### src/hw/rtl/ede_pkg.sv
// Shared definitions for the edit distance engine: operation codes, fixed field
// widths, default sizes and the control struct that travels along the cell chain.
// No dependencies.
package ede_pkg;

  localparam int MAX_LEN_DEF   = 64;
  localparam int CHAR_BITS_DEF = 16;

  // Fixed widths of the transaction fields.
  localparam int OP_W   = 2;
  localparam int CH_W   = 16;
  localparam int DIST_W = 7;

  typedef enum logic [OP_W-1:0] {
    OP_APPEND = 2'd0,
    OP_QUERY  = 2'd1,
    OP_FINISH = 2'd2
  } op_t;

  // Control part of a token moving down the column.
  // valid marks a token; fin marks a finish token that collects the distance.
  typedef struct packed {
    logic valid;
    logic fin;
  } tok_ctl_t;

endpackage

### src/hw/rtl/ede_cell.sv
// One cell of the dynamic-programming column: holds one reference character and
// the column entry for that prefix length. Depends on ede_pkg.
module ede_cell #(
  parameter int IDX = 1,
  parameter int DW  = 7,
  parameter int CW  = 16
) (
  input  logic              clk,
  input  logic              rst_n,
  input  logic              active,
  input  logic              wr_en,
  input  logic [CW-1:0]     wr_ch,
  input  ede_pkg::tok_ctl_t in_ctl,
  input  logic [CW-1:0]     in_ch,
  input  logic [DW-1:0]     in_left,
  input  logic [DW-1:0]     in_diag,
  output ede_pkg::tok_ctl_t out_ctl,
  output logic [CW-1:0]     out_ch,
  output logic [DW-1:0]     out_left,
  output logic [DW-1:0]     out_diag
);

  logic [CW-1:0]     ch_r;
  logic [DW-1:0]     d_r;
  ede_pkg::tok_ctl_t out_ctl_r;
  logic [CW-1:0]     out_ch_r;
  logic [DW-1:0]     out_left_r;
  logic [DW-1:0]     out_diag_r;

  logic [DW:0]   above_inc;
  logic [DW:0]   left_inc;
  logic [DW:0]   diag_inc;
  logic [DW:0]   min_ab;
  logic [DW:0]   min_all;
  logic [DW-1:0] new_d;

  // Cost of reaching this entry by deletion, insertion or match/substitution.
  always_comb begin
    above_inc = {1'b0, d_r} + {{DW{1'b0}}, 1'b1};
    left_inc  = {1'b0, in_left} + {{DW{1'b0}}, 1'b1};
    diag_inc  = {1'b0, in_diag} + {{DW{1'b0}}, (ch_r != in_ch)};
    min_ab    = (above_inc < left_inc) ? above_inc : left_inc;
    min_all   = (min_ab < diag_inc) ? min_ab : diag_inc;
    new_d     = min_all[DW-1:0];
  end

  always_ff @(posedge clk) begin
    if (!rst_n) begin
      out_ctl_r <= '0;
    end else begin
      out_ctl_r <= in_ctl;
    end
  end

  always_ff @(posedge clk) begin
    out_ch_r   <= in_ch;
    out_diag_r <= d_r;
    // Inactive cells lie past the reference end and just forward the token.
    if (active) begin
      out_left_r <= in_ctl.fin ? d_r : new_d;
    end else begin
      out_left_r <= in_left;
    end
    if (wr_en) begin
      ch_r <= wr_ch;
      d_r  <= DW'(IDX);
    end else if (in_ctl.valid && !in_ctl.fin && active) begin
      d_r <= new_d;
    end
  end

  assign out_ctl  = out_ctl_r;
  assign out_ch   = out_ch_r;
  assign out_left = out_left_r;
  assign out_diag = out_diag_r;

endmodule

### config.mk
export PLATFORM = sky130hd
export DESIGN_NAME = ede_cell
export DESIGN_NICKNAME = d
export VERILOG_FILES = /design/src/hw/rtl/ede_pkg.sv /design/src/hw/rtl/ede_cell.sv
export SDC_FILE = /design/constraint.sdc
export NUM_CORES = 1
export LEC_CHECK = 0
export BUFFER_PORTS_ARGS = -buffer_cell sky130_fd_sc_hd__buf_2
export CORE_MARGIN = 2
export CORE_UTILIZATION = 30
export DETAILED_ROUTE_END_ITERATION = 8
export MAX_ROUTING_LAYER = met4
export PLACE_DENSITY = 0.52
export SKIP_CTS_REPAIR_TIMING = 1
export SYNTH_ARGS = -nofsm -noshare
export SYNTH_HDL_FRONTEND = slang
export SYNTH_SLANG_ARGS = --single-unit
### constraint.sdc
create_clock -name clk -period 4.8 [get_ports clk]
set_input_delay 0.24 -clock clk [delete_from_list [all_inputs] [get_ports clk]]
set_output_delay 0.24 -clock clk [all_outputs]
set_load 0.01 [all_outputs]
# Word-level counts from Yosys, hierarchy flattened
# Index checks and enable logic that the tools add are counted.
# totals
wordCells	20
out_inout_bits	32
register_bits	55
# classes
addsub	3
n_eq_ne	1
n_mux	4
magnitude_cmp	2
reduce_logical	3
# ops
operator	count
7-bit two-way mux	3
7-bit by 1-bit adder with 8-bit output, second input constant	2
8-bit less-than comparator	2
16-bit != test	1
7-bit by 1-bit adder with 8-bit output	1
8-bit two-way mux	1
1-bit logical AND	2
1-bit logical NOT	1

# Longest topological paths before layout
# Gate-level depths: netlist of the first run.
# depth
word_depth	7
mapped_depth	20

# Worst setup path before layout of the first run
# No wires, ideal clock.
# synth_path
path_type	reg-to-reg
startpoint	reg d_r[0]
endpoint	reg out_left_r[1] (netlist: out_left[1])
synth_period_minus_slack_ns	3.868
stages_incl_launch_ff	19
path_slack_ns	0.932
t_arrival_ns	3.752
setup_ns	0.116
path_buffers	2
required_ns	4.684
path_cell_list	dfxtp_1 buf_2 nand3_1 xnor2_1 ha_1 a2111o_1 a31oi_2 a211oi_2 nand2b_4 a21oi_1 ha_1 a21oi_1 a21oi_1 nor4b_2 nand4_1 o21ai_1 clkbuf_4 o31ai_1 a31o_1
# synth_between
elab_chain_len	7
# synth_lines
item	line_no	text
start, declared	ede_cell.sv:24	logic [DW-1:0] d_r;
start signal, assigned	ede_cell.sv:66	d_r <= DW'(IDX);
start signal, assigned	ede_cell.sv:68	d_r <= new_d;
7-bit by 1-bit adder with 8-bit output *	ede_cell.sv:39	above_inc = {1'b0, d_r} + {{DW{1'b0}}, 1'b1};
8-bit less-than comparator	ede_cell.sv:42	min_ab = (above_inc < left_inc) ? above_inc : left_inc;
8-bit two-way mux *	ede_cell.sv:42	
8-bit less-than comparator	ede_cell.sv:43	min_all = (min_ab < diag_inc) ? min_ab : diag_inc;
7-bit two-way mux *	ede_cell.sv:43	
7-bit two-way mux *	ede_cell.sv:60	out_left_r <= in_ctl.fin ? d_r : new_d;
7-bit two-way mux *	ede_cell.sv:59	if (active) begin
end signal, assigned	ede_cell.sv:60	
end signal, assigned	ede_cell.sv:62	out_left_r <= in_left;
end, declared	ede_cell.sv:27	logic [DW-1:0] out_left_r;
# Every way passes the cells marked *; elsewhere a longest branch is shown, timed or not.
# A chain may end at the register's enable or synchronous reset.

# Worst setup path in the final report of the first run
# layout_path
startpoint	reg d_r[0]
endpoint	reg out_left_r[3] (netlist: out_left[3])
# Same word-level chain as after synthesis.

==> reports/qor.yml, run 1 <==
detailed_routing:
  drc: 0
  vias: 2411
  drt_wl_total_mm: 7.41
  dr.pass1.iters: 4
  wl_per_cell_um: 15.8
  drt_iter0_drc: 134
  via_per_inst: 5.15
  ant_nets: 0
floorplanning:
  initial_core_util_pct: 30.9
  io_pins: 84
  die-area_um2: 10300
  die_w_um: 101
  rows: 35
  core_area_um2: 9200
  die_h_um: 101
grt:
  grt_most_used_layer: "met2"
  grt_pass1_vias: 2186
  grt_pass1_wl_mm: 11.1
  grt_antenna_before_repair: 0
  met3_usage_pct: 2.83
  gr-usage-all-layers_pct: 14.4
  grtUsageMet1_pct: 18.4
  grt_overflow: 0
  grtUsageMet2_pct: 22.3
  grt_max_degree: 25
timing:
  max_slew_margin_pct: 48.2
  min_period_ns: 4.33
  finalSetupTns_ns: 0
  fin_ws_ns: 0.466
  hold_viol_final: 0
  rsz0062_at_grt: "false"
  skew_ns: 0.00459
  setup_viol: 0
  fmax_mhz: 231
  slew_violations: 0
  post-route-period-util_pct: 90.3
  worstMarginPinSlew_ns: 0.776
pwr:
  pwr-share-seq_pct: 54.1
  finalPower_uw: 953
  power_frac_clock_pct: 27.6
  power_density_nw_per_um2: 275
  swShare_pct: 26.8
  combinationalPowerShare_pct: 18.3
  power.switching_uw: 256
  power_leakage_uw: 0.00145
  cellInternalPower_uw: 698
  vdd.ir_drop.worst_uv: 109
cts:
  insertion_delay_ns: 0.30
  cts_sinks: 55
  cts_buffers: 5
  clock_path_buffers: 2
  clock-root-buffer: "clkbuf_8"
  cts_max_level: 2
  clk_pin_slew_ns: 0.09
  cts_tree: "yes"
yosys:
  synth_area_leaders: "dfxtp_1 (27%), edfxtp_1 (17%), ha_1 (7.5%)"
  avgSynthCellArea_um2: 10.5
  synth_area_um2: 2840
  synth_seq_area_share_pct: 44.4
  ys_warn_count: 0
  syn_nets: 340
  synth-edff-count: 16
  synth_top_area_cell: "dfxtp_1"
  synth_top_cell_area_share_pct: 27.5
  synthFlopType: "dfxtp_1"
  ys_types: 57
  synth_cells: 271
  async_flop_share_pct: 0
  ys_ff_latch: 55
layout:
  syn_to_final_growth_pct: 22.0
  antenna_cells: 0
  final_common_cell: "buf_2"
  layout-drive-gt1-share_pct: 31.9
  finish.net_count: 425
  mostFrequentLayoutCells: "buf_2 (83), dfxtp_1 (39), xor2_1 (23), nand3_1 (17), ha_1 (17)"
  instances_no_fill: 468
worst_setup_path:
  cp_slowest_cell: "dfxtp_1"
  crit_start: "d_r[0]"
  r2r_cells: 16
  path_cells: "ha_1 > xor2_1 > ha_1 > o21ai_0 > nand2b_1 > a31oi_2 > a211oi_2 > nand2b_4 > a21oi_1 > ha_1 > a21oi_1 > a21oi_1 > nor4b_2 > a21boi_4 > or2_2 > a31o_1"
  cp-start-kind: "register"
  r2r_slack_ns: 0.47
  critPathKind: "register to register"
  cp.required_ns: 5.05
  arrival_ns: 4.59
  r2r_start: "d_r[0]"
  cp_max_fo: 14
  critPathCaptureType: "register"
  cpPeakStageDelay_ns: 0.47
  timing.rr.end: "out_left[3]"
placement:
  dp.cells: 460
  dp_hpwl_mm: 5.98
  gp_congestion: 0.933
  post-place-ws_ns: 0.394
  port_buffers: 83
hold_path:
  hold_depth: 1
  holdCritStartpoint: "in_ch[11]"
  hold_path_class: "input port to register"
  hold-path-endpoint: "out_ch[11]"
flow_run:
  cap_violations: 0
status:
  status: "completed"
[power groups by stage]
stage | combinational (µW) | clock, µW | sequential [µW]
2_1_floorplan | 95.3 | 0 | 534
3_3_place_gp | 174 | 0 | 527
3_5_place_dp | 175 | 0 | 527
4_1_cts | 176 | 273 | 516
5_1_grt | 192 | 296 | 519
6_report | 175 | 263 | 516
[stage by stage]
step | hold slack [ns] | cell area [µm²] | util [%]
after floorplan | 0.268 | 2840 | -
after global placement | 0.366 | 3370 | 36.6
after detailed placement | 0.367 | 3370 | 36.6
after CTS | 0.0418 | 3460 | 37.7
after global routing | 0.0309 | 3460 | 37.7
final | 0.0519 | 3460 | 37.7
[Yosys cell counts, types with 4 or more instances]
library cell and instances:
edfxtp_1 16, inv_1 5, nor3_1 8, nand4_1 4, dfxtp_1 39, xnor2_1 5
nor4_1 4, a21oi_1 6, a31oi_1 8, a31o_1 9, nand3_1 17, o21ai_1 4
ha_1 17, xor2_1 23, or3_1 6, o31ai_1 11, nand2b_1 7, nor2b_1 6
nor2_1 8, o21ai_0 5, nand2_1 13, and2_1 4
[flip-flops by register name (all words and copies together) (netlist names)]
signal and cells:
ch_r 16, d_r 7, out_ctl 2, out_ch 16, out_diag 7, out_left 7
[critical path, delay by kind of cell (launching register included)]
kind / cells / cell delay, ns
AO/OA/AOI/OAI: 8 / 1.78
adder cells (fa/ha/maj): 3 / 0.82
flip-flops: 1 / 0.47
AND/OR/NAND/NOR: 4 / 0.96
XOR/XNOR: 1 / 0.24
[layer usage]
metal / up-vias / wire [µm]
li1: 1191 / -
met1: 1109 / 3330
met2: 94 / 3320
met3: 17 / 536
met4: 0 / 212
met5: - / 0
[final cells by class]
| class | count | area [µm²] |
|---|---|---|
| clock buffers | 7 | 86.3 |
| clock inverters | 1 | 8.76 |
| fillers | 943 | 5730 |
| inverters | 5 | 18.8 |
| multi-input cells | 203 | 1510 |
| flip-flops and latches | 55 | 1260 |
| well taps | 111 | 139 |
| repair buffers | 86 | 438 |
[cells by family (layout without fill, tap and decap cells)]
kind of cell	after synthesis	count (layout)	synth area share [%]
AND/OR/NAND/NOR	90	90	18.1
multiplexers	1	1	0.396
buffers and inverters	13	99	2.34
AO/OA/AOI/OAI	67	67	18.6
adder cells (fa/ha/maj)	17	17	7.49
XOR/XNOR	28	28	8.63
flip-flops	55	55	44.4
[how the worst max path moves through the flow]
stage / to / depth (start not counted)
after floorplan: out_left[1] / 18
after global placement: out_left[6] / 19
after detailed placement: out_left[6] / 19
after CTS: out_left[6] / 18
after global routing: d_r[1] / 18
final: out_left[3] / 16
Power figures use the tool's default switching activity.
==> inputs of run 2 (changes only) <==
Settings changed: MAX_ROUTING_LAYER met4 to default.
==> run 2 against run 1 <==
Final cell count unchanged. Global-route usage decreased by 0.43 points. Sequential share of layout area unchanged. Total power rose by 0.16%. Largest power group unchanged. Clock power barely moved. Combinational power barely moved. First-iteration DRC count shrank 2.2%. Critical path depth up 2. Utilization unchanged. Setup slack better by 0.0021 ns. Flip-flop and latch count unchanged. Clock skew about the same.
==> reports/qor.yml, run 2 (same netlist as run 1, synthesis figures left out) <==
status:
  status: "completed"  # unchanged
pwr:
  combinationalPowerShare_pct: 18.3  # about the same
  cellInternalPower_uw: 698  # about the same
  power_density_nw_per_um2: 276  # was 275 nW/µm²
  swShare_pct: 26.9  # was 26.8%
  power_leakage_uw: 0.00145  # unchanged
  pwr-share-seq_pct: 54.0  # was 54.1%
  power.switching_uw: 257  # was 256 µW
  power_frac_clock_pct: 27.6  # about the same
  vdd.ir_drop.worst_uv: 109  # about the same
worst_setup_path:
  cp_max_fo: 14  # unchanged
  critPathKind: "register to register"  # unchanged
  path_cells: "ha_1 > inv_1 > nor2_1 > xor2_1 > ha_1 > and2_1 > nand3_1 > o221ai_1 > nor3_1 > ha_1 > nand4_1 > a21oi_1 > nor4b_2 > a31oi_1 > o21ai_1 > buf_4 > or3_2 > a31oi_1"  # was ha_1 > xor2_1 > ha_1 > o21ai_0 > nand2b_1 > a31oi_2 > a211oi_2 > nand2b_4 > a21oi_1 > ha_1 > a21oi_1 > a21oi_1 > nor4b_2 > a21boi_4 > or2_2 > a31o_1
  cp.depth: 18  # was 16
  critical-path-top-delay-family: "simple AND/OR/NAND/NOR gates"  # was compound AO/OA/AOI/OAI gates
  timing.rr.end: "out_left[6]"  # was out_left[3]
  cp_slowest_cell: "nor3_1"  # was dfxtp_1
  r2r_start: "d_r[0]"  # unchanged
  critPathCaptureType: "register"  # unchanged
  arrival_ns: 4.54  # was 4.59 ns
  crit_buf_inv: 2  # was 0
  cp-start-kind: "register"  # unchanged
  cpPeakStageDelay_ns: 0.55  # was 0.47 ns
  cp.required_ns: 5.01  # was 5.05 ns
  r2r_cells: 18  # was 16
  cp_common_cell: "ha_1"
  r2r_slack_ns: 0.47  # about the same
detailed_routing:
  ant_nets: 0  # unchanged
  drt_iter0_drc: 131  # was 134
  vias: 2425  # was 2411
  dr.pass1.iters: 5  # was 4
  drt_wl_total_mm: 7.41  # about the same
  via_per_inst: 5.18  # was 5.15
  drc: 0  # unchanged
  wl_per_cell_um: 15.8  # about the same
floorplanning:
  die-area_um2: 10300  # unchanged
  initial_core_util_pct: 30.9  # unchanged
  rows: 35  # unchanged
  die_h_um: 101  # unchanged
  die_w_um: 101  # unchanged
  io_pins: 84  # unchanged
  core_area_um2: 9200  # unchanged
cts:
  insertion_delay_ns: 0.30  # about the same
  cts_buffers: 5  # unchanged
  clk_pin_slew_ns: 0.09  # about the same
  cts_sinks: 55  # unchanged
  cts_tree: "yes"  # unchanged
  clock-root-buffer: "clkbuf_8"  # unchanged
  clock_path_buffers: 2  # unchanged
  cts_max_level: 2  # unchanged
layout:
  finish.net_count: 425  # unchanged
  layout-drive-gt1-share_pct: 31.9  # unchanged
  nFillCells: 943  # unchanged
  antenna_cells: 0  # unchanged
  fin_util_pct: 37.7  # unchanged
  multi_input_area_um2: 1510  # unchanged
  syn_to_final_growth_pct: 22.0  # unchanged
  regArea_um2: 1260  # unchanged
  mostFrequentLayoutCells: "buf_2 (83), dfxtp_1 (39), xor2_1 (23), nand3_1 (17), ha_1 (17)"  # unchanged
  final_common_cell: "buf_2"  # unchanged
timing:
  hold_viol_final: 0  # unchanged
  holdWs_ns: 0.0530  # was 0.0519 ns
  max_slew_margin_pct: 46.1  # was 48.2%
  rsz0062_at_grt: "false"  # unchanged
  setup_viol: 0  # unchanged
  fmax_mhz: 231  # about the same
  worstMarginPinSlew_ns: 0.807  # was 0.776 ns
  min_period_ns: 4.33  # about the same
  post-route-period-util_pct: 90.2  # was 90.3%
  finalSetupTns_ns: 0  # unchanged
  skew_ns: 0.00431  # was 0.00459 ns
  slew_violations: 0  # unchanged
placement:
  port_buffers: 83  # unchanged
  gp_congestion: 0.917  # was 0.933
  dp_hpwl_mm: 5.98  # unchanged
grt:
  grt_antenna_before_repair: 0  # unchanged
  grt_max_degree: 25  # unchanged
  grt_pass1_wl_mm: 11.1  # about the same
  gr-usage-all-layers_pct: 14.0  # was 14.4%
  grt_overflow: 0  # unchanged
  grt_pass1_vias: 2183  # was 2186
hold_path:
  hold_path_class: "input port to register"  # unchanged
  holdCritStartpoint: "in_ch[11]"  # unchanged
  hold-path-endpoint: "out_ch[11]"  # unchanged
  hold_depth: 1  # unchanged
flow_run:
  cap_violations: 0  # unchanged
==> run 2: cell counts in the layout (fill, tap and decap cells not counted) <==
Identical to the previous run, type by type.
==> run 2: worst max path at each step <==
stage                             end  startpoint
after floorplan           out_left[1]      d_r[0]
after global placement    out_left[6]  in_left[0]
after detailed placement  out_left[6]  in_left[0]
after CTS                 out_left[6]      d_r[0]
after global routing           d_r[1]      d_r[0]
final                     out_left[6]      d_r[0]
==> run 2: power by group through the flow <==
| stage | combinational [µW] | sequential (µW) | clock [µW] |
|---|---|---|---|
| after floorplan | 95.3 | 534 | 0 |
| after global placement | 174 | 527 | 0 |
| after detailed placement | 175 | 527 | 0 |
| after CTS | 176 | 516 | 273 |
| after global routing | 192 | 519 | 296 |
| final | 175 | 516 | 264 |
==> run 2: cell type report <==
type / count / share of cell area [%]
Clock buffer: 7 / 2.49
Timing Repair Buffer: 86 / 12.6
Multi-Input combinational cell: 203 / 43.7
Inverter: 5 / 0.542
Clock inverter: 1 / 0.253
Tap cell: 111 / 4.01
Sequential cell: 55 / 36.4
==> run 2: routing by layer <==
metal	global-route usage (%)	wire (µm)	up-vias
met5	0	0	-
met4	5.93	168	0
met3	2.83	497	14
met2	22.2	3370	90
met1	18.5	3380	1131
li1	-	-	1190
==> run 2: per-stage QoR <==
step                worst slack, ns  instance area [µm²]  instances  total power (µW)
CTS                           0.505                 3460        468               965
global route                  0.187                 3460        468              1010
finish                        0.468                 3460        468               955
global placement              0.384                 3370        460               701
detailed placement            0.394                 3370        460               702
floorplan                     0.932                 2840        271               629
